[config.mk]
export PLATFORM = sky130hd
export DESIGN_NAME = tpcg_front
export DESIGN_NICKNAME = d
export VERILOG_FILES = /design/src/tpcg_pkg.sv /design/src/tpcg_front.sv
export SDC_FILE = /design/constraint.sdc
export NUM_CORES = 1
export LEC_CHECK = 0
export ABC_AREA = 1
export ABC_CLOCK_PERIOD_IN_PS = 6340
export BUFFER_PORTS_ARGS = -buffer_cell sky130_fd_sc_hd__buf_2
export CAP_MARGIN = 20
export CORE_AREA = 2 2 113 115
export DETAILED_ROUTE_END_ITERATION = 10
export DIE_AREA = 0 0 115 117
export GPL_ROUTABILITY_DRIVEN = 0
export SYNTH_ARGS = -nofsm -noshare
export SYNTH_HDL_FRONTEND = slang
export SYNTH_SLANG_ARGS = --single-unit
[constraint.sdc]
create_clock -name vclk -period 6.34
set_input_delay 1.585 -clock vclk [all_inputs]
set_output_delay 1.585 -clock vclk [all_outputs]
set_load 0.01 [all_outputs]
[src/tpcg_pkg.sv]
package tpcg_pkg;

    localparam int NUM_ROWS    = 45;
    localparam int NUM_SECTORS = 24;
    localparam int INNER_ROWS  = 13;
    localparam int EAST_OFFSET = 12;
    localparam int ROM_ROWS    = 45;
    localparam int ROM_SECTORS = 24;

    // queue depth must be a power of two (pointers wrap)
    localparam int QUEUE_DEPTH = 4;
    localparam int QPTR_W      = $clog2(QUEUE_DEPTH);

    localparam int CFG_IDX_W  = 3;
    localparam int CFG_DATA_W = 18;

    typedef enum logic [CFG_IDX_W-1:0] {
        REG_INNER_PITCH = 3'd0,
        REG_OUTER_PITCH = 3'd1,
        REG_INNER_DRIFT = 3'd2,
        REG_OUTER_DRIFT = 3'd3,
        REG_LEN_PER_TB  = 3'd4
    } cfg_reg_t;

    localparam logic [15:0] INNER_PITCH_RST = 16'd21955;
    localparam logic [15:0] OUTER_PITCH_RST = 16'd43909;
    localparam logic [17:0] INNER_DRIFT_RST = 18'd205484;
    localparam logic [17:0] OUTER_DRIFT_RST = 18'd205965;
    localparam logic [15:0] LEN_PER_TB_RST  = 16'd37666;

    typedef logic signed [17:0] trig_t;

    typedef struct packed {
        logic [15:0] inner_pitch;
        logic [15:0] outer_pitch;
        logic [17:0] inner_drift;
        logic [17:0] outer_drift;
        logic [15:0] len_per_tb;
    } cfg_t;

    // classified hit, front to back
    typedef struct packed {
        logic        bad;
        logic        east;
        logic [13:0] pad;
        logic [14:0] tb;
        logic [6:0]  half_pads;
        logic [17:0] radius;
        trig_t       sin_s;
        trig_t       cos_s;
        trig_t       sin_e;
        trig_t       cos_e;
        logic [15:0] pitch;
        logic [17:0] drift;
    } item_t;

    localparam logic [6:0] HALF_PADS [ROM_ROWS] = '{
        7'd44, 7'd48, 7'd52, 7'd56, 7'd59, 7'd63, 7'd67, 7'd71, 7'd75, 7'd79,
        7'd83, 7'd87, 7'd91,
        7'd49, 7'd50, 7'd51, 7'd52, 7'd53, 7'd53, 7'd54, 7'd55, 7'd56, 7'd56,
        7'd57, 7'd58, 7'd59, 7'd60, 7'd61, 7'd61, 7'd62, 7'd63, 7'd64, 7'd64,
        7'd65, 7'd66, 7'd67, 7'd68, 7'd69, 7'd69, 7'd70, 7'd71, 7'd72, 7'd72,
        7'd72, 7'd72
    };

    // row radius, cm, 10 fractional bits
    localparam logic [17:0] RADIUS [ROM_ROWS] = '{
        18'd61440,  18'd66355,  18'd71270,  18'd76186,  18'd81101,  18'd86016,
        18'd90931,  18'd95846,  18'd101171, 18'd106496, 18'd111821, 18'd117146,
        18'd122470,
        18'd130248, 18'd132296, 18'd134344, 18'd136392, 18'd138440, 18'd140488,
        18'd142536, 18'd144584, 18'd146632, 18'd148680, 18'd150728, 18'd152776,
        18'd154824, 18'd156872, 18'd158920, 18'd160968, 18'd163016, 18'd165064,
        18'd167112, 18'd169160, 18'd171208, 18'd173256, 18'd175304, 18'd177352,
        18'd179400, 18'd181448, 18'd183496, 18'd185544, 18'd187592, 18'd189640,
        18'd191688, 18'd193736
    };

    // sin/cos in 16 fractional bits, 30 degree steps
    localparam trig_t Q_ONE  = 18'sd65536;
    localparam trig_t Q_R3H  = 18'sd56755;
    localparam trig_t Q_HALF = 18'sd32768;
    localparam trig_t Q_ZERO = 18'sd0;

    localparam trig_t SIN_ROM [ROM_SECTORS] = '{
        Q_HALF, Q_R3H, Q_ONE, Q_R3H, Q_HALF, Q_ZERO,
        -Q_HALF, -Q_R3H, -Q_ONE, -Q_R3H, -Q_HALF, Q_ZERO,
        -Q_HALF, -Q_R3H, -Q_ONE, -Q_R3H, -Q_HALF, Q_ZERO,
        Q_HALF, Q_R3H, Q_ONE, Q_R3H, Q_HALF, Q_ZERO
    };

    localparam trig_t COS_ROM [ROM_SECTORS] = '{
        Q_R3H, Q_HALF, Q_ZERO, -Q_HALF, -Q_R3H, -Q_ONE,
        -Q_R3H, -Q_HALF, Q_ZERO, Q_HALF, Q_R3H, Q_ONE,
        -Q_R3H, -Q_HALF, Q_ZERO, Q_HALF, Q_R3H, Q_ONE,
        Q_R3H, Q_HALF, Q_ZERO, -Q_HALF, -Q_R3H, -Q_ONE
    };

endpackage

[src/tpcg_front.sv]
module tpcg_front (
    input  logic                 s_valid,
    output logic                 s_ready,
    input  logic [13:0]          pad_position,
    input  logic [14:0]          time_bucket,
    input  logic [5:0]           pad_row,
    input  logic [4:0]           sector_number,
    input  tpcg_pkg::cfg_t       cfg,
    input  logic                 q_ready,
    output logic                 q_push,
    output tpcg_pkg::item_t      q_item
);

    logic       row_ok;
    logic       sec_ok;
    logic       ok;
    logic       east;
    logic       inner;
    logic [5:0] row_idx;
    logic [4:0] sec_idx;
    logic [4:0] east_idx;

    assign row_ok = (pad_row != 6'd0) && (pad_row <= 6'(tpcg_pkg::NUM_ROWS))
                 && (pad_row <= 6'(tpcg_pkg::ROM_ROWS));
    assign sec_ok = (sector_number != 5'd0)
                 && (sector_number <= 5'(tpcg_pkg::NUM_SECTORS))
                 && (sector_number <= 5'(tpcg_pkg::ROM_SECTORS));
    assign ok     = row_ok && sec_ok;

    assign inner = pad_row <= 6'(tpcg_pkg::INNER_ROWS);
    assign east  = sector_number > 5'(tpcg_pkg::EAST_OFFSET);

    // keep ROM indexes in range for bad hits; their results are forced to zero
    assign row_idx  = ok ? (pad_row - 6'd1) : 6'd0;
    assign sec_idx  = ok ? (sector_number - 5'd1) : 5'd0;
    assign east_idx = (ok && east) ? (sector_number - 5'(tpcg_pkg::EAST_OFFSET + 1))
                                   : sec_idx;

    always_comb begin
        q_item.bad       = !ok;
        q_item.east      = east;
        q_item.pad       = pad_position;
        q_item.tb        = time_bucket;
        q_item.half_pads = tpcg_pkg::HALF_PADS[row_idx];
        q_item.radius    = tpcg_pkg::RADIUS[row_idx];
        q_item.sin_s     = tpcg_pkg::SIN_ROM[sec_idx];
        q_item.cos_s     = tpcg_pkg::COS_ROM[sec_idx];
        q_item.sin_e     = tpcg_pkg::SIN_ROM[east_idx];
        q_item.cos_e     = tpcg_pkg::COS_ROM[east_idx];
        q_item.pitch     = inner ? cfg.inner_pitch : cfg.outer_pitch;
        q_item.drift     = inner ? cfg.inner_drift : cfg.outer_drift;
    end

    assign s_ready = q_ready;
    assign q_push  = s_valid && q_ready;

endmodule

==> results.toml <==
[power]
leakagePower_uw = 0.00246
ir_drop_mv = 0.0322
p_per_area_mw_per_mm2 = 130

[critical_path]
path_cells = "buf_2, inv_2, ha_1, inv_1, nor2_1, nand2_1, nand2_1, nor2_4, nand2_4, nor2_4, inv_1, ha_1, inv_1, o21ai_0, nand2_1, nand2_1, nand2_1, nand2_1, buf_2"
cp-start-kind = "input port"
slowest_delay_ns = 0.31
cp.arrival_ns = 4.17
crit_type = "in -> out"
crit_buf_inv = 6
critPathMaxFanout = 11
cpMostUsedCell = "nand2_1"
critPathCaptureType = "primary output"
critPathTopFamily = "simple AND/OR/NAND/NOR gates"
worst_ep_required_time_ns = 4.76
slowest_stage = "ha_1"

[synthesis]
muxShareOfSynthArea = 0.113
synth_nets = 712
synthXorXnorAreaFrac = 0.0103
synthSimpleGateAreaFrac = 0.373
synth_top_family_by_area = "simple AND/OR/NAND/NOR gates"
postSynthCellCount = 554
ys_seq_area_frac = 0
syn_avg_cell_area_um2 = 6.12
synth_compound_area_frac = 0.0971
synth.distinct_cells = 36
synth_fa_ha_area_frac = 0.118
yosysWarningCount = 0
synth_area_mm2 = 0.00339

[drt]
drt.antenna.violating_nets = 0
drt_wl_total_um = 11600
first_pass_iters = 5
remaining_drc_errors = 0
vias_per_cell = 4.60
drt_iter0_drc = 183
wl_per_cell_um = 14.0
vias = 3811

[floorplanning]
rows = 41
initial_core_util = 0.275
fp.dieW_um = 115
dieHeight_um = 117
core_mm2 = 0.0123
dieArea_mm2 = 0.0135
io_pins = 290

[cells_and_area]
fin_area_mm2 = 0.00397
clock_buffers = 0
finalNetCount = 838
area_growth_pct = 17.1
antenna_cells = 0
seqCellArea_um2 = 0
design.seq.count = 0
drive_gt1_frac = 0.437

[sta]
hold_violations = 0
rsz0062_at_grt = "false"
worstMarginPinSlew_ns = 0.882
maxSlewViolCount = 0
hold_ws_ns = 3.17
final.setup.tns_ns = 0
fin_crit_ns = 5.75
setup_viol = 0
timing.fmax_ghz = 0.174
max-slew-margin-rel = 0.411
fin_crit_sh = 0.907

[worst_hold_path]
whs_endpoint = "q_item[136]"
min-delay-start = "time_bucket[5]"
hp-class = "in -> out"
hold_path_depth = 0

[global_route]
grt_pass1_vias = 3202
track_usage = 0.159
grt_first_pass_wirelength_um = 17200
antenna_found_initial = 0
overflow = 0
grt_max_degree = 35

[placed_design]
port_buffers = 216
place_area_mm2 = 0.00397
hpwl_um = 9940

[cts]
cts_hold_buf = 0
cts_resized = 0
postCtsSetupBuffers = 0

[status]
status = "finished, final reports clean"

[flow_run]
drv_cap = 0
layout make-up:
cell class	count	area, um^2
Tap cell	150	188
Multi-Input combinational cell	394	2420
Timing Repair Buffer	221	1120
Inverter	63	244
Fill cell	1392	8340
cell usage in the layout (no fill, tap or decap), drive strengths merged, types with 10 or more instances in the layout:
cell type / synthesis / layout
nand2: 161 / 161
inv: 62 / 62
a21oi: 12 / 12
nand3: 46 / 46
ha: 32 / 32
buf: 96 / 221
nor2: 47 / 47
mux2: 34 / 34
o21ai: 29 / 29
o211ai: 10 / 10
logic make-up after synthesis:
| kind of cell | count (synthesis) |
|---|---|
| adder cells (fa/ha/maj) | 32 |
| AND/OR/NAND/NOR | 269 |
| buffers and inverters | 160 |
| multiplexers | 34 |
| XOR/XNOR | 4 |
| AO/OA/AOI/OAI | 55 |
stage by stage:
step,worst slack [ns],power (uW),utilization,std cells
after global routing,0.290,583,0.322,828
final,0.587,518,0.322,828
after CTS,0.561,524,0.322,828
after floorplan,0.990,413,-,554
after global placement,0.565,522,0.322,828
after detailed placement,0.562,522,0.322,828
layer usage:
layer / GRT usage / vias up / routed length, um
met1: 0.200 / 1663 / 4610
met4: 0.00562 / 0 / 53
met3: 0.0134 / 8 / 803
met2: 0.311 / 190 / 6140
li1: - / 1950 / -
met5: 0 / - / 0
how the worst max path moves through the flow:
stage                           startpoint     endpoint  slack, ns  depth (start not counted)
after global placement    sector_number[0]   q_item[74]       0.56                         17
after CTS                 sector_number[0]   q_item[74]       0.56                         17
after detailed placement  sector_number[0]   q_item[74]       0.56                         17
after floorplan           sector_number[1]  q_item[114]       0.99                         16
after global routing      sector_number[0]   q_item[75]       0.29                         17
final                     sector_number[0]   q_item[85]       0.59                         19
Yosys cell counts, types with 8 or more instances:
cell      count  share of area
nand2_1     149           0.17
ha_1         32           0.12
nand2_2      10          0.018
o21ai_0      25          0.037
inv_1        54          0.060
buf_4        84           0.19
nor2_1       36          0.040
nand3_1      44          0.065
o211ai_1     10          0.022
mux2_2       34           0.11
nand4_1       8          0.015
a21oi_1      10          0.015
where the power goes:
group	switching [uW]	total [uW]	internal, uW
combinational	318	518	199
sequential	0	0	0
clock	0	0	0
(Power assumes the default switching activity.)
