==> config.mk <==
export PLATFORM = sky130hd
export DESIGN_NAME = tpcg_queue
export DESIGN_NICKNAME = d
export VERILOG_FILES = /design/src/tpcg_pkg.sv /design/src/tpcg_queue.sv
export SDC_FILE = /design/constraint.sdc
export NUM_CORES = 1
export LEC_CHECK = 0
export BUFFER_PORTS_ARGS = -buffer_cell sky130_fd_sc_hd__buf_4
export CORE_MARGIN = 5
export CORE_UTILIZATION = 25
export CTS_CLUSTER_SIZE = 20
export DETAILED_ROUTE_END_ITERATION = 6
export PLACE_DENSITY_LB_ADDON = 0.15
export SLEW_MARGIN = 40
export SYNTH_ARGS = -nofsm -noshare
export SYNTH_HDL_FRONTEND = slang
export SYNTH_SLANG_ARGS = --single-unit
==> constraint.sdc <==
create_clock -name aclk -period 6.5 [get_ports aclk]
set_clock_uncertainty 0.2 [all_clocks]
set_input_delay 1.3 -clock aclk [delete_from_list [all_inputs] [get_ports aclk]]
set_output_delay 1.3 -clock aclk [all_outputs]
set_load 0.03 [all_outputs]
==> src/tpcg_pkg.sv <==
package tpcg_pkg;

    localparam int NUM_ROWS    = 45;
    localparam int NUM_SECTORS = 24;
    localparam int INNER_ROWS  = 13;
    localparam int EAST_OFFSET = 12;
    localparam int ROM_ROWS    = 45;
    localparam int ROM_SECTORS = 24;

    // queue depth must be a power of two (pointers wrap)
    localparam int QUEUE_DEPTH = 4;
    localparam int QPTR_W      = $clog2(QUEUE_DEPTH);

    localparam int CFG_IDX_W  = 3;
    localparam int CFG_DATA_W = 18;

    typedef enum logic [CFG_IDX_W-1:0] {
        REG_INNER_PITCH = 3'd0,
        REG_OUTER_PITCH = 3'd1,
        REG_INNER_DRIFT = 3'd2,
        REG_OUTER_DRIFT = 3'd3,
        REG_LEN_PER_TB  = 3'd4
    } cfg_reg_t;

    localparam logic [15:0] INNER_PITCH_RST = 16'd21955;
    localparam logic [15:0] OUTER_PITCH_RST = 16'd43909;
    localparam logic [17:0] INNER_DRIFT_RST = 18'd205484;
    localparam logic [17:0] OUTER_DRIFT_RST = 18'd205965;
    localparam logic [15:0] LEN_PER_TB_RST  = 16'd37666;

    typedef logic signed [17:0] trig_t;

    typedef struct packed {
        logic [15:0] inner_pitch;
        logic [15:0] outer_pitch;
        logic [17:0] inner_drift;
        logic [17:0] outer_drift;
        logic [15:0] len_per_tb;
    } cfg_t;

    // classified hit, front to back
    typedef struct packed {
        logic        bad;
        logic        east;
        logic [13:0] pad;
        logic [14:0] tb;
        logic [6:0]  half_pads;
        logic [17:0] radius;
        trig_t       sin_s;
        trig_t       cos_s;
        trig_t       sin_e;
        trig_t       cos_e;
        logic [15:0] pitch;
        logic [17:0] drift;
    } item_t;

    localparam logic [6:0] HALF_PADS [ROM_ROWS] = '{
        7'd44, 7'd48, 7'd52, 7'd56, 7'd59, 7'd63, 7'd67, 7'd71, 7'd75, 7'd79,
        7'd83, 7'd87, 7'd91,
        7'd49, 7'd50, 7'd51, 7'd52, 7'd53, 7'd53, 7'd54, 7'd55, 7'd56, 7'd56,
        7'd57, 7'd58, 7'd59, 7'd60, 7'd61, 7'd61, 7'd62, 7'd63, 7'd64, 7'd64,
        7'd65, 7'd66, 7'd67, 7'd68, 7'd69, 7'd69, 7'd70, 7'd71, 7'd72, 7'd72,
        7'd72, 7'd72
    };

    // row radius, cm, 10 fractional bits
    localparam logic [17:0] RADIUS [ROM_ROWS] = '{
        18'd61440,  18'd66355,  18'd71270,  18'd76186,  18'd81101,  18'd86016,
        18'd90931,  18'd95846,  18'd101171, 18'd106496, 18'd111821, 18'd117146,
        18'd122470,
        18'd130248, 18'd132296, 18'd134344, 18'd136392, 18'd138440, 18'd140488,
        18'd142536, 18'd144584, 18'd146632, 18'd148680, 18'd150728, 18'd152776,
        18'd154824, 18'd156872, 18'd158920, 18'd160968, 18'd163016, 18'd165064,
        18'd167112, 18'd169160, 18'd171208, 18'd173256, 18'd175304, 18'd177352,
        18'd179400, 18'd181448, 18'd183496, 18'd185544, 18'd187592, 18'd189640,
        18'd191688, 18'd193736
    };

    // sin/cos in 16 fractional bits, 30 degree steps
    localparam trig_t Q_ONE  = 18'sd65536;
    localparam trig_t Q_R3H  = 18'sd56755;
    localparam trig_t Q_HALF = 18'sd32768;
    localparam trig_t Q_ZERO = 18'sd0;

    localparam trig_t SIN_ROM [ROM_SECTORS] = '{
        Q_HALF, Q_R3H, Q_ONE, Q_R3H, Q_HALF, Q_ZERO,
        -Q_HALF, -Q_R3H, -Q_ONE, -Q_R3H, -Q_HALF, Q_ZERO,
        -Q_HALF, -Q_R3H, -Q_ONE, -Q_R3H, -Q_HALF, Q_ZERO,
        Q_HALF, Q_R3H, Q_ONE, Q_R3H, Q_HALF, Q_ZERO
    };

    localparam trig_t COS_ROM [ROM_SECTORS] = '{
        Q_R3H, Q_HALF, Q_ZERO, -Q_HALF, -Q_R3H, -Q_ONE,
        -Q_R3H, -Q_HALF, Q_ZERO, Q_HALF, Q_R3H, Q_ONE,
        -Q_R3H, -Q_HALF, Q_ZERO, Q_HALF, Q_R3H, Q_ONE,
        Q_R3H, Q_HALF, Q_ZERO, -Q_HALF, -Q_R3H, -Q_ONE
    };

endpackage

==> src/tpcg_queue.sv <==
module tpcg_queue (
    input  logic             aclk,
    input  logic             aresetn,
    input  logic             push,
    input  tpcg_pkg::item_t  push_item,
    output logic             ready,
    input  logic             pop,
    output logic             valid,
    output tpcg_pkg::item_t  pop_item
);

    tpcg_pkg::item_t                 mem [tpcg_pkg::QUEUE_DEPTH];
    logic [tpcg_pkg::QPTR_W-1:0]     wr_ptr_reg;
    logic [tpcg_pkg::QPTR_W-1:0]     rd_ptr_reg;
    logic [tpcg_pkg::QPTR_W:0]       count_reg;
    logic [tpcg_pkg::QPTR_W:0]       count_next;

    assign ready    = count_reg != (tpcg_pkg::QPTR_W+1)'(tpcg_pkg::QUEUE_DEPTH);
    assign valid    = count_reg != '0;
    assign pop_item = mem[rd_ptr_reg];

    always_comb begin
        case ({push, pop})
            2'b10:   count_next = count_reg + 1'b1;
            2'b01:   count_next = count_reg - 1'b1;
            default: count_next = count_reg;
        endcase
    end

    always_ff @(posedge aclk) begin
        if (!aresetn) begin
            wr_ptr_reg <= '0;
            rd_ptr_reg <= '0;
            count_reg  <= '0;
        end else begin
            if (push) wr_ptr_reg <= wr_ptr_reg + 1'b1;
            if (pop)  rd_ptr_reg <= rd_ptr_reg + 1'b1;
            count_reg <= count_next;
        end
    end

    always_ff @(posedge aclk) begin
        if (push) mem[wr_ptr_reg] <= push_item;
    end

`ifndef ASSERT_OFF
    a_no_overflow: assert property (@(posedge aclk) disable iff (!aresetn)
        count_reg <= (tpcg_pkg::QPTR_W+1)'(tpcg_pkg::QUEUE_DEPTH))
        else $error("queue count above depth");

    a_no_pop_empty: assert property (@(posedge aclk) disable iff (!aresetn)
        pop |-> valid)
        else $error("pop from empty queue");

    a_push_counts: assert property (@(posedge aclk) disable iff (!aresetn)
        (push && !pop) |=> count_reg == $past(count_reg) + 1'b1)
        else $error("push not counted");
`endif

endmodule

==> results of run 1 <==
final cells by class:
type	instances	area [um^2]
sequential	657	19600
fill	9090	64400
clock buffer	97	2070
multi-input combinational	193	3910
inverter	6	22.5
clock inverter	40	355
antenna	2	5.00
tap	1265	1580
timing repair buffer	350	2780
per-layer routing:
metal,GRT usage,part of all wire,up-vias
li1,-,-,4655
met1,0.126,0.40,5673
met2,0.173,0.49,264
met3,0.0444,0.077,104
met4,0.0323,0.024,14
met5,0,0.0017,-
per-stage QoR:
step / utilization / cells / setup slack (ps) / total power, W / hold slack, ps
after floorplan: - / 892 / 769 / 0.00579 / 272
after global placement: 0.294 / 2469 / 2620 / 0.00632 / 301
after detailed placement: 0.295 / 2471 / 2910 / 0.00634 / 330
after CTS: 0.320 / 2608 / 2200 / 0.0105 / 336
after global routing: 0.320 / 2608 / 2140 / 0.0108 / 393
final: 0.321 / 2610 / 2350 / 0.0103 / 324
cells in the final DEF (no fill, tap or decap), types with 4 or more instances in the layout:
cell	n
sky130_fd_sc_hd__edfxtp_1	648
sky130_fd_sc_hd__buf_4	338
sky130_fd_sc_hd__mux4_2	162
sky130_fd_sc_hd__clkbuf_16	80
sky130_fd_sc_hd__clkinv_1	17
sky130_fd_sc_hd__clkbuf_1	17
sky130_fd_sc_hd__buf_12	12
sky130_fd_sc_hd__dfxtp_1	7
sky130_fd_sc_hd__inv_1	6
sky130_fd_sc_hd__and2_1	6
sky130_fd_sc_hd__clkinv_2	6
sky130_fd_sc_hd__ha_1	5
sky130_fd_sc_hd__bufinv_16	5
sky130_fd_sc_hd__inv_6	5
sky130_fd_sc_hd__and2_4	4
tightest hold or removal path: cells and delay by family (launching register included):
kind	cells	cell delay (ps)
compound gates	2	150
flops	1	320
cells by family (layout without fill, tap and decap cells):
group	Yosys count	count (layout)	synth area share
adders and majority gates	6	6	0.00347
AOI/OAI and AO/OA	3	3	0.000736
buffers and inverters	42	493	0.0107
DFF	657	657	0.825
xor gates and xnor gates	5	5	0.00184
other	0	2	0
muxes	163	163	0.154
and+or+nand+nor	16	16	0.00394
cell usage after synthesis:
master	number	area share
sky130_fd_sc_hd__dfxtp_1	9	0.0076
sky130_fd_sc_hd__mux2i_1	1	0.00042
sky130_fd_sc_hd__buf_2	18	0.0038
sky130_fd_sc_hd__and2_1	10	0.0026
sky130_fd_sc_hd__nor2b_1	1	0.00026
sky130_fd_sc_hd__nand2_1	2	0.00032
sky130_fd_sc_hd__a21boi_0	1	0.00032
sky130_fd_sc_hd__edfxtp_1	648	0.82
sky130_fd_sc_hd__clkbuf_1	6	0.00095
sky130_fd_sc_hd__ha_1	5	0.0026
sky130_fd_sc_hd__inv_1	6	0.00095
sky130_fd_sc_hd__or3_1	2	0.00053
sky130_fd_sc_hd__mux4_2	162	0.15
sky130_fd_sc_hd__fa_1	1	0.00084
sky130_fd_sc_hd__buf_6	10	0.0047
sky130_fd_sc_hd__buf_1	2	0.00032
sky130_fd_sc_hd__nand3_1	1	0.00021
sky130_fd_sc_hd__xnor2_1	2	0.00074
sky130_fd_sc_hd__o21ai_0	2	0.00042
sky130_fd_sc_hd__xor2_1	3	0.0011
final timing paths:
| kind | start | depth (start not counted) | endpoint | slack (ps) |
|---|---|---|---|---|
| setup / recovery | flop | 5 | pop_item[123] | 2350 |
| hold / removal | count_reg[2] | 2 | count_reg[2] | 320 |
| hold reg to reg | count_reg[2] | 2 | count_reg[2] | 320 |
| setup reg to reg | wr_ptr_reg[0] | 3 | mem[3][119] | 4090 |
where the power goes:
part | leakage (nW) | switching [W] | internal [W] | total, W
Clock | 1.17 | 0.00166 | 0.00245 | 0.00411
Combinational | 2.75 | 0.000762 | 0.000521 | 0.00128
Sequential | 6.03 | 0.0000476 | 0.00487 | 0.00492
Total | 9.95 | 0.00247 | 0.00784 | 0.0103
==> results by group, run 1 <==
Status
  • Status: finished, final reports clean

CTS
  • Bufs on Longest Clock Path: 3
  • Hold buffer count at cts: 0
  • Clock insertion delay at the later pin of the skew report: 620 ps
  • Clock root buffer: sky130_fd_sc_hd__clkbuf_16
  • Buffers inserted by post-CTS timing repair: 0
  • CTS H-Tree Depth: 3
  • Count of cells resized by post-cts repair: 0
  • CTS clock-pin slew for the worst setup and hold paths: 50 ps
  • Clock buffers created by TritonCTS: 77
  • CTS tree: built
  • CTS Sinks: 657

Detailed routing
  • Total via count in the routed design: 10.7k
  • Per-cell routed wire length: 20.8 um
  • Vias per std cell: 4.10
  • Routed wire length: 54.4 mm
  • First DRT Iteration DRCs: 656
  • Detail Route Antenna Nets: 0
  • Post-detailed-route DRC marker count: 0
  • Drt first pass iters: 4

Timing
  • Fmax: 241 MHz
  • Measured slew at the worst slew-check pin: 690 ps
  • Relative slew slack: 0.540
  • Setup repair after global routing missed its margin: no
  • Number of hold-slack violations in the final timing report: 0
  • Min cycle time layout: 4150 ps
  • Setup violators final: 0
  • Summed negative setup slack over all endpoints: 0 ps
  • Post-route fraction of the period consumed by the critical path: 0.638
  • Slew Viols, Final: 0

Logic synthesis
  • Synthesized area: 0.0238 mm^2
  • Post-synth cell types: 20
  • Synthesized area per cell: 26.7 um^2
  • Share of synthesized area occupied by flip-flops and latches: 0.825
  • Number of synthesized register bits: 657
  • Synth Instances: 892
  • Number of warnings reported in the yosys synthesis log: 0
  • Synthesized Nets: 1064

Global routing
  • Number of antenna violations at the first check in global routing: 9
  • First-pass GRT wire length: 79.3 mm
  • Pin count of the biggest net entering global routing: 81
  • Via count of the first global-routing pass: 11.8k
  • GRT Residual Overflow: 0
  • Total track usage: 0.105

Finish
  • Final standard cell area without fillers: 0.0304 mm^2
  • Total Nets Final: 1457
  • Fraction of layout cells with a size suffix above 1: 0.462
  • Synth-to-layout area growth: 27.6%
  • Max reg flops: 648

Critical path
  • Most frequent cell on the critical path: sky130_fd_sc_hd__buf_12
  • CP delay by family, top: buffers and inverters
  • Total buffers and inverters traversed by the critical path: 4
  • Library cell contributing the largest single delay on the critical path: sky130_fd_sc_hd__mux4_2
  • WP data required: 5000 ps
  • Worst-path fanout max: 29
  • Capturing element type of the critical path: primary output
  • Critical Path, Cell by Cell: buf_12 -> buf_12 -> buf_12 -> mux4_2 -> buf_4
  • Classification of the worst setup path: flop to primary output
  • Startpoint Class: flop
  • Critical Path Max Stage Delay: 590 ps
  • Arrival time at the worst endpoint: 2650 ps

Place
  • Number of buffers inserted by port buffering: 329
  • Final weighted congestion of routability-driven global placement: 0.653
  • Final HPWL from detailed placement: 33.0 mm
  • Total cell area at the placement stage: 0.0279 mm^2

Floorplanning
  • # IOs: 330
  • Vertical die dimension: 318 um
  • Total core area: 0.0947 mm^2
  • Rows: 113
  • Effective utilization at floorplan: 0.251
  • Full die area: 0.101 mm^2
  • Die width: 318 um

Power and ir drop
  • Power per cell area: 340 mW/mm^2
  • Static Leakage: 9.95 nW
  • Maximum vdd ir drop: 0.000211 V

Job
  • Number of max-cap violations: 0

Worst hold path
  • Min-Delay Path Class: flop to flop
(Power assumes the default switching activity.)
==> inputs of run 2 (changes only) <==
==> constraint.sdc (replaced) <==
create_clock -name aclk -period 4 [get_ports aclk]
set_clock_uncertainty 0.2 [all_clocks]
set_input_delay 0.8 -clock aclk [delete_from_list [all_inputs] [get_ports aclk]]
set_output_delay 0.8 -clock aclk [all_outputs]
set_load 0.03 [all_outputs]
==> run 2 against run 1 <==
Net effect: first-iteration DRC count fell by 18%; sequential power is 62% higher; critical path depth is 2 lower; clock power increased by 65%; routed wire length up 4.2%; non-clock buffer count up 8; clock-buffer cell count down 1; cell count grew 0.77%; power increased by 64%; critical path type unchanged; largest power group unchanged; highest routed layer unchanged.
==> results by group, run 2 (same netlist as run 1, synthesis figures left out) <==
Status
  • Status: finished, final reports clean

Power and ir drop
  • Maximum vdd ir drop: 0.000275 V (+30%)
  • Clock share of power: 0.401 (+0.002)
  • Power per cell area: 553 mW/mm^2 (+63%)
  • Internal Dissipation: 0.0128 W (+63%)
  • Sum of internal, switching and leakage power: 0.0169 W (+64%)
  • Reg power frac: 0.473 (-0.004)
  • Switching power share of the total: 0.241 (+0.00206)
  • Static Leakage: 10.0 nW (+0.66%)
  • Combinational Power Share: 0.125 (about the same)
  • Switching power summed over all nets: 0.00407 W (+65%)

Timing
  • Measured slew at the worst slew-check pin: 723 ps (+33.0 ps)
  • Setup violators final: 0 (unchanged)
  • Number of hold-slack violations in the final timing report: 0 (unchanged)
  • Post-route fraction of the period consumed by the critical path: 0.849
  • Summed negative setup slack over all endpoints: 0 ps (unchanged)
  • Min cycle time layout: 3400 ps
  • Setup slack of the critical path after layout: 602 ps (-1750 ps)
  • Fmax: 294 MHz
  • Setup repair after global routing missed its margin: no
  • Slew Viols, Final: 0 (unchanged)
  • Relative slew slack: 0.518 (-0.0220)

Floorplanning
  • Total core area: 0.0947 mm^2 (unchanged)
  • # IOs: 330 (unchanged)
  • Die width: 318 um (unchanged)
  • Full die area: 0.101 mm^2 (unchanged)
  • Vertical die dimension: 318 um (unchanged)
  • Rows: 113 (unchanged)
  • Effective utilization at floorplan: 0.251 (unchanged)

Critical path
  • Worst-path fanout max: 44 (+52%)
  • WP data required: 3000 ps (-2000 ps)
  • Critical Path, Cell by Cell: buf_12 -> mux4_2 -> buf_4
  • Arrival time at the worst endpoint: 2400 ps (-250 ps)
  • Library cell contributing the largest single delay on the critical path: sky130_fd_sc_hd__mux4_2
  • Capturing element type of the critical path: primary output
  • RR Startpoint: wr_ptr_reg[0]
  • Startpoint Class: flop
  • Flop2flop setup slack: 1850 ps (-2240 ps)
  • Critical Path Max Stage Delay: 590 ps (about the same)
  • Classification of the worst setup path: flop to primary output

CTS
  • Hold buffer count at cts: 0 (unchanged)
  • CTS clock-pin slew for the worst setup and hold paths: 60 ps (about the same)
  • Count of cells resized by post-cts repair: 0 (unchanged)
  • CTS Sinks: 657 (unchanged)
  • Bufs on Longest Clock Path: 3 (unchanged)
  • CTS H-Tree Depth: 3 (unchanged)
  • Buffers inserted by post-CTS timing repair: 0 (unchanged)
  • Clock insertion delay at the later pin of the skew report: 620 ps (about the same)
  • Clock buffers created by TritonCTS: 78 (+1.3%)
  • CTS tree: built
  • Clock root buffer: sky130_fd_sc_hd__clkbuf_16

Detailed routing
  • Total via count in the routed design: 10.8k (+0.82%)
  • Per-cell routed wire length: 21.6 um (+3.4%)
  • First DRT Iteration DRCs: 539 (-18%)
  • Post-detailed-route DRC marker count: 0 (unchanged)
  • Routed wire length: 56.7 mm (+4.2%)
  • Vias per std cell: 4.11 (about the same)
  • Detail Route Antenna Nets: 0 (unchanged)
  • Drt first pass iters: 6 (+2)

Finish
  • Synth-to-layout area growth: 28.3%
  • Most common library cell in the layout ignoring fill and taps: sky130_fd_sc_hd__edfxtp_1
  • Total Nets Final: 1466 (+0.62%)
  • Commonest cells after routing, fill and taps aside: sky130_fd_sc_hd__edfxtp_1 (648), sky130_fd_sc_hd__buf_4 (342), sky130_fd_sc_hd__mux4_2 (162), sky130_fd_sc_hd__clkbuf_16 (81), sky130_fd_sc_hd__clkinv_1 (22)
  • Fraction of layout cells with a size suffix above 1: 0.466 (+0.00373)
  • FILL cells: 9136 (+0.51%)
  • Final cell count without fillers: 2630 (+0.77%)
  • Max reg flops: 648 (unchanged)

Place
  • Pre-CTS setup slack: 1160 ps (-1750 ps)
  • Final weighted congestion of routability-driven global placement: 0.650 (-0.60%)
  • Number of buffers inserted by port buffering: 329 (unchanged)
  • # placed instances: 2479 (+0.32%)
  • Final HPWL from detailed placement: 34.2 mm (+3.7%)

Global routing
  • Via count of the first global-routing pass: 11.8k (+0.48%)
  • GRT Residual Overflow: 0 (unchanged)
  • Total track usage: 0.110 (+0.00478)
  • Number of antenna violations at the first check in global routing: 10 (+1)
  • First-pass GRT wire length: 82.7 mm (+4.2%)
  • Pin count of the biggest net entering global routing: 86 (+6.2%)

Worst hold path
  • Min-Delay Path Class: input pin to flop
  • Hold Startpoint: push_item[13]

Job
  • Number of max-cap violations: 0 (unchanged)
[run 2: changes by cell type in the layout (fill, tap and decap cells not counted)]
cell,before,now
sky130_fd_sc_hd__clkinv_1,17,22
sky130_fd_sc_hd__diode_2,2,7
sky130_fd_sc_hd__buf_12,12,16
sky130_fd_sc_hd__buf_4,338,342
sky130_fd_sc_hd__clkinv_2,6,10
sky130_fd_sc_hd__clkinvlp_4,3,6
sky130_fd_sc_hd__clkbuf_1,17,15
sky130_fd_sc_hd__clkinv_4,2,0
sky130_fd_sc_hd__clkbuf_16,80,81
sky130_fd_sc_hd__clkinv_8,1,0
sky130_fd_sc_hd__inv_8,1,0
[run 2: critical path, delay by kind of cell (launching register included)]
kind     cells  cell delay [ps]
flops        1              560
mux          1              590
buf+inv      2              570
[run 2: final cells by class]
type / instances / area (um^2) / area share
flip-flops and latches: 657 / 19600 / 0.644
multi-input cells: 193 / 3910 / 0.128
repair buffers: 358 / 2890 / 0.0946
clock buffers: 96 / 2080 / 0.0683
well taps: 1265 / 1580 / 0.0519
clock inverters: 48 / 372 / 0.0122
inverters: 6 / 22.5 / 0.000738
diodes: 7 / 17.5 / 0.000574
[run 2: stage by stage]
step | hold slack (ps) | cell area (um^2) | utilization
after floorplan | 272 | 23800 | -
after global placement | 293 | 28000 | 0.296
after detailed placement | 311 | 28000 | 0.296
after CTS | 88.3 | 30500 | 0.322
after global routing | 107 | 30500 | 0.322
final | 176 | 30500 | 0.322
[run 2: layer usage]
layer | routed length (um) | vias up | global-route usage
met5 | 55 | - | 0
met4 | 1510 | 6 | 0.0345
met3 | 4510 | 94 | 0.0482
met2 | 26900 | 279 | 0.174
met1 | 23800 | 5718 | 0.136
li1 | - | 4701 | -
[run 2: worst paths after layout]
path                                      to  cells past startpoint
worst min-delay path              mem[0][13]                      1
worst max-delay path            pop_item[92]                      3
worst min register to register  count_reg[2]                      2
worst max register to register    mem[2][68]                      4
[run 2: power by group through the flow]
stage	clock [W]	sequential, W	combinational, W
final	0.00677	0.00799	0.00211
after global routing	0.00735	0.00801	0.00226
after CTS	0.00706	0.00799	0.00220
after detailed placement	0	0.00814	0.00219
after global placement	0	0.00812	0.00219
after floorplan	0	0.00812	0.00126
==> inputs of run 3 (changes only) <==
==> constraint.sdc (replaced) <==
create_clock -name aclk -period 2.9 [get_ports aclk]
set_clock_uncertainty 0.2 [all_clocks]
set_input_delay 0.58 -clock aclk [delete_from_list [all_inputs] [get_ports aclk]]
set_output_delay 0.58 -clock aclk [all_outputs]
set_load 0.03 [all_outputs]
==> run 3 against run 2 <==
Net effect: the run now ends with negative setup slack left; routed wire length rose by 5.6%; sequential cell count did not move; sequential power increased by 38%; global-route usage grew 0.47 points; power up 40%; via count is 6.7% higher; critical endpoint is now pop_item[5].
==> results by group, run 3 (same netlist as run 1, synthesis figures left out) <==
Status
  • Status: complete, but fails checks
  • Violations in the final reports: negative setup slack

Critical path
  • Arrival time at the worst endpoint: 2140 ps (-260 ps)
  • WP data required: 2120 ps (-880 ps)
  • Capturing element type of the critical path: primary output
  • Critical Path Max Stage Delay: 560 ps (-30 ps)
  • RR Startpoint: wr_ptr_reg[0]
  • Total buffers and inverters traversed by the critical path: 3 (+1)
  • CP delay by family, top: multiplexers
  • Classification of the worst setup path: flop to primary output
  • Critical Path, Cell by Cell: buf_12 -> buf_16 -> mux4_2 -> buf_6
  • Library cell contributing the largest single delay on the critical path: sky130_fd_sc_hd__mux4_2
  • Worst-path fanout max: 15 (-66%)
  • Startpoint Class: flop

Place
  • # placed instances: 2482 (+0.12%)
  • Final weighted congestion of routability-driven global placement: 0.659 (+1.4%)
  • Number of buffers inserted by port buffering: 329 (unchanged)
  • Total cell area at the placement stage: 0.0281 mm^2 (+0.26%)
  • Pre-CTS setup slack: 479 ps (-685 ps)
  • Final HPWL from detailed placement: 33.9 mm (-0.89%)

CTS
  • CTS Sinks: 657 (unchanged)
  • Clock insertion delay at the later pin of the skew report: 620 ps (about the same)
  • Bufs on Longest Clock Path: 3 (unchanged)
  • Clock root buffer: sky130_fd_sc_hd__clkbuf_16
  • Clock buffers created by TritonCTS: 75 (-3.8%)
  • CTS clock-pin slew for the worst setup and hold paths: 60 ps (about the same)
  • CTS H-Tree Depth: 3 (unchanged)
  • CTS tree: built

Finish
  • Max reg flops: 648 (unchanged)
  • Final standard cell area without fillers: 0.0332 mm^2 (+8.6%)
  • Commonest cells after routing, fill and taps aside: sky130_fd_sc_hd__edfxtp_1 (648), sky130_fd_sc_hd__buf_4 (217), sky130_fd_sc_hd__dlygate4sd3_1 (163), sky130_fd_sc_hd__mux4_2 (162), sky130_fd_sc_hd__buf_6 (129)
  • Most common library cell in the layout ignoring fill and taps: sky130_fd_sc_hd__edfxtp_1
  • Count of antenna diodes in the layout: 0 (-7)
  • Finished Core Util: 0.350 (+0.0278)
  • Final cell count without fillers: 2803 (+6.6%)
  • Synth-to-layout area growth: 39.4%
  • Total Nets Final: 1655 (+13%)
  • Fraction of layout cells with a size suffix above 1: 0.425 (-0.0415)

Worst hold path
  • Hold Startpoint: push
  • Min-Delay Path Class: input pin to flop

Floorplanning
  • Vertical die dimension: 318 um (unchanged)
  • Full die area: 0.101 mm^2 (unchanged)
  • # IOs: 330 (unchanged)
  • Die width: 318 um (unchanged)
  • Rows: 113 (unchanged)
  • Total core area: 0.0947 mm^2 (unchanged)
  • Effective utilization at floorplan: 0.251 (unchanged)

Power and ir drop
  • Static Leakage: 11.1 nW (+11%)
  • Power per cell area: 712 mW/mm^2 (+29%)
  • Maximum vdd ir drop: 0.000453 V (+65%)

Timing
  • Min cycle time layout: 2920 ps
  • Relative slew slack: 0.611 (+0.0931)
  • Measured slew at the worst slew-check pin: 584 ps (-140 ps)
  • Number of hold-slack violations in the final timing report: 0 (unchanged)
  • Post-route fraction of the period consumed by the critical path: 1.01
  • Fmax: 343 MHz
  • Setup repair after global routing missed its margin: yes
  • Setup slack of the critical path after layout: -17.1 ps (-619 ps)
  • Slew Viols, Final: 0 (unchanged)
  • Summed negative setup slack over all endpoints: -87.5 ps (-87.5 ps)
  • Setup violators final: 12 (+12)

Global routing
  • Number of antenna violations at the first check in global routing: 2 (-8)
  • Pin count of the biggest net entering global routing: 75 (-13%)
  • First-pass GRT wire length: 86.9 mm (+5.1%)
  • GRT Residual Overflow: 0 (unchanged)
  • Via count of the first global-routing pass: 13.2k (+12%)
  • Total track usage: 0.115 (+0.00473)

Detailed routing
  • Detail Route Antenna Nets: 0 (unchanged)
  • Post-detailed-route DRC marker count: 0 (unchanged)
  • First DRT Iteration DRCs: 652 (+21%)
  • Length of routed met2 wiring: 29.5 mm (+9.8%)
  • Met1 Wirelength: 25.8 mm (+8.7%)
  • Per-cell routed wire length: 21.4 um (-0.93%)
  • Highest signal layer in the routed design: met5
  • Routed wire length: 59.9 mm (+5.6%)
  • Drt first pass iters: 6 (unchanged)
  • Vias per std cell: 4.11 (+0.13%)
  • Total via count in the routed design: 11.5k (+6.7%)
  • Met3 layer wire length in the routed design: 3.26 mm (-28%)

Job
  • Number of max-cap violations: 0 (unchanged)
run 3: changes by cell type in the layout (fill, tap and decap cells not counted), sizes merged:
cell,before,now
diode,7,0
clkinv,32,25
inv,11,9
bufinv,5,4
clkbuf,96,103
clkinvlp,6,3
buf,358,380
bufbuf,0,1
dlygate4sd3,0,163
run 3: what timing repair did:
action                                  4_1_cts  5_1_grt
pin swaps                                     0        0
endpoints found under the setup margin      162      146
setup buffers                                 8        4
hold buffers                                163        0
gates resized for setup                     102       47
hold endpoints to repair                    656        0
gates cloned                                  8        7
run 3: per-layer routing:
layer / track usage / vias up
met5: 0 / -
li1: - / 5071
met4: 0.0356 / 4
met3: 0.0336 / 87
met2: 0.193 / 278
met1: 0.143 / 6083
run 3: layout make-up:
| class | count | area, um^2 |
|---|---|---|
| tap | 1265 | 1580 |
| multi-input combinational | 193 | 3910 |
| inverter | 6 | 22.5 |
| sequential | 657 | 19600 |
| clock buffer | 97 | 2040 |
| clock inverter | 35 | 295 |
| timing repair buffer | 550 | 5660 |
| fill | 8950 | 61600 |
run 3: worst reg2reg max path: cells and delay by family, from the launching register on:
family	cells	cell delay (ps)
adders and majority gates	1	140
and+or+nand+nor	1	450
buffers and inverters	2	470
DFF	1	350
run 3: power by group:
group / leakage, nW / switching, W / internal (W)
Combinational: 3.94 / 0.00192 / 0.00167
Sequential: 6.03 / 0.0000917 / 0.0109
Clock: 1.13 / 0.00369 / 0.00532
Total: 11.1 / 0.00570 / 0.0179
run 3: stage by stage:
stage          total power [W]  hold WS, ps
2_1_floorplan           0.0129          272
3_3_place_gp            0.0142          298
3_5_place_dp            0.0143          317
4_1_cts                 0.0240         80.1
5_1_grt                 0.0246          130
6_report                0.0236          146
run 3: worst paths after layout:
kind,cells after the start,slack (ps),endpoint
min reg2reg,2,340,count_reg[2]
max,4,-20,pop_item[5]
min,3,150,wr_ptr_reg[1]
max reg2reg,4,950,mem[0][35]
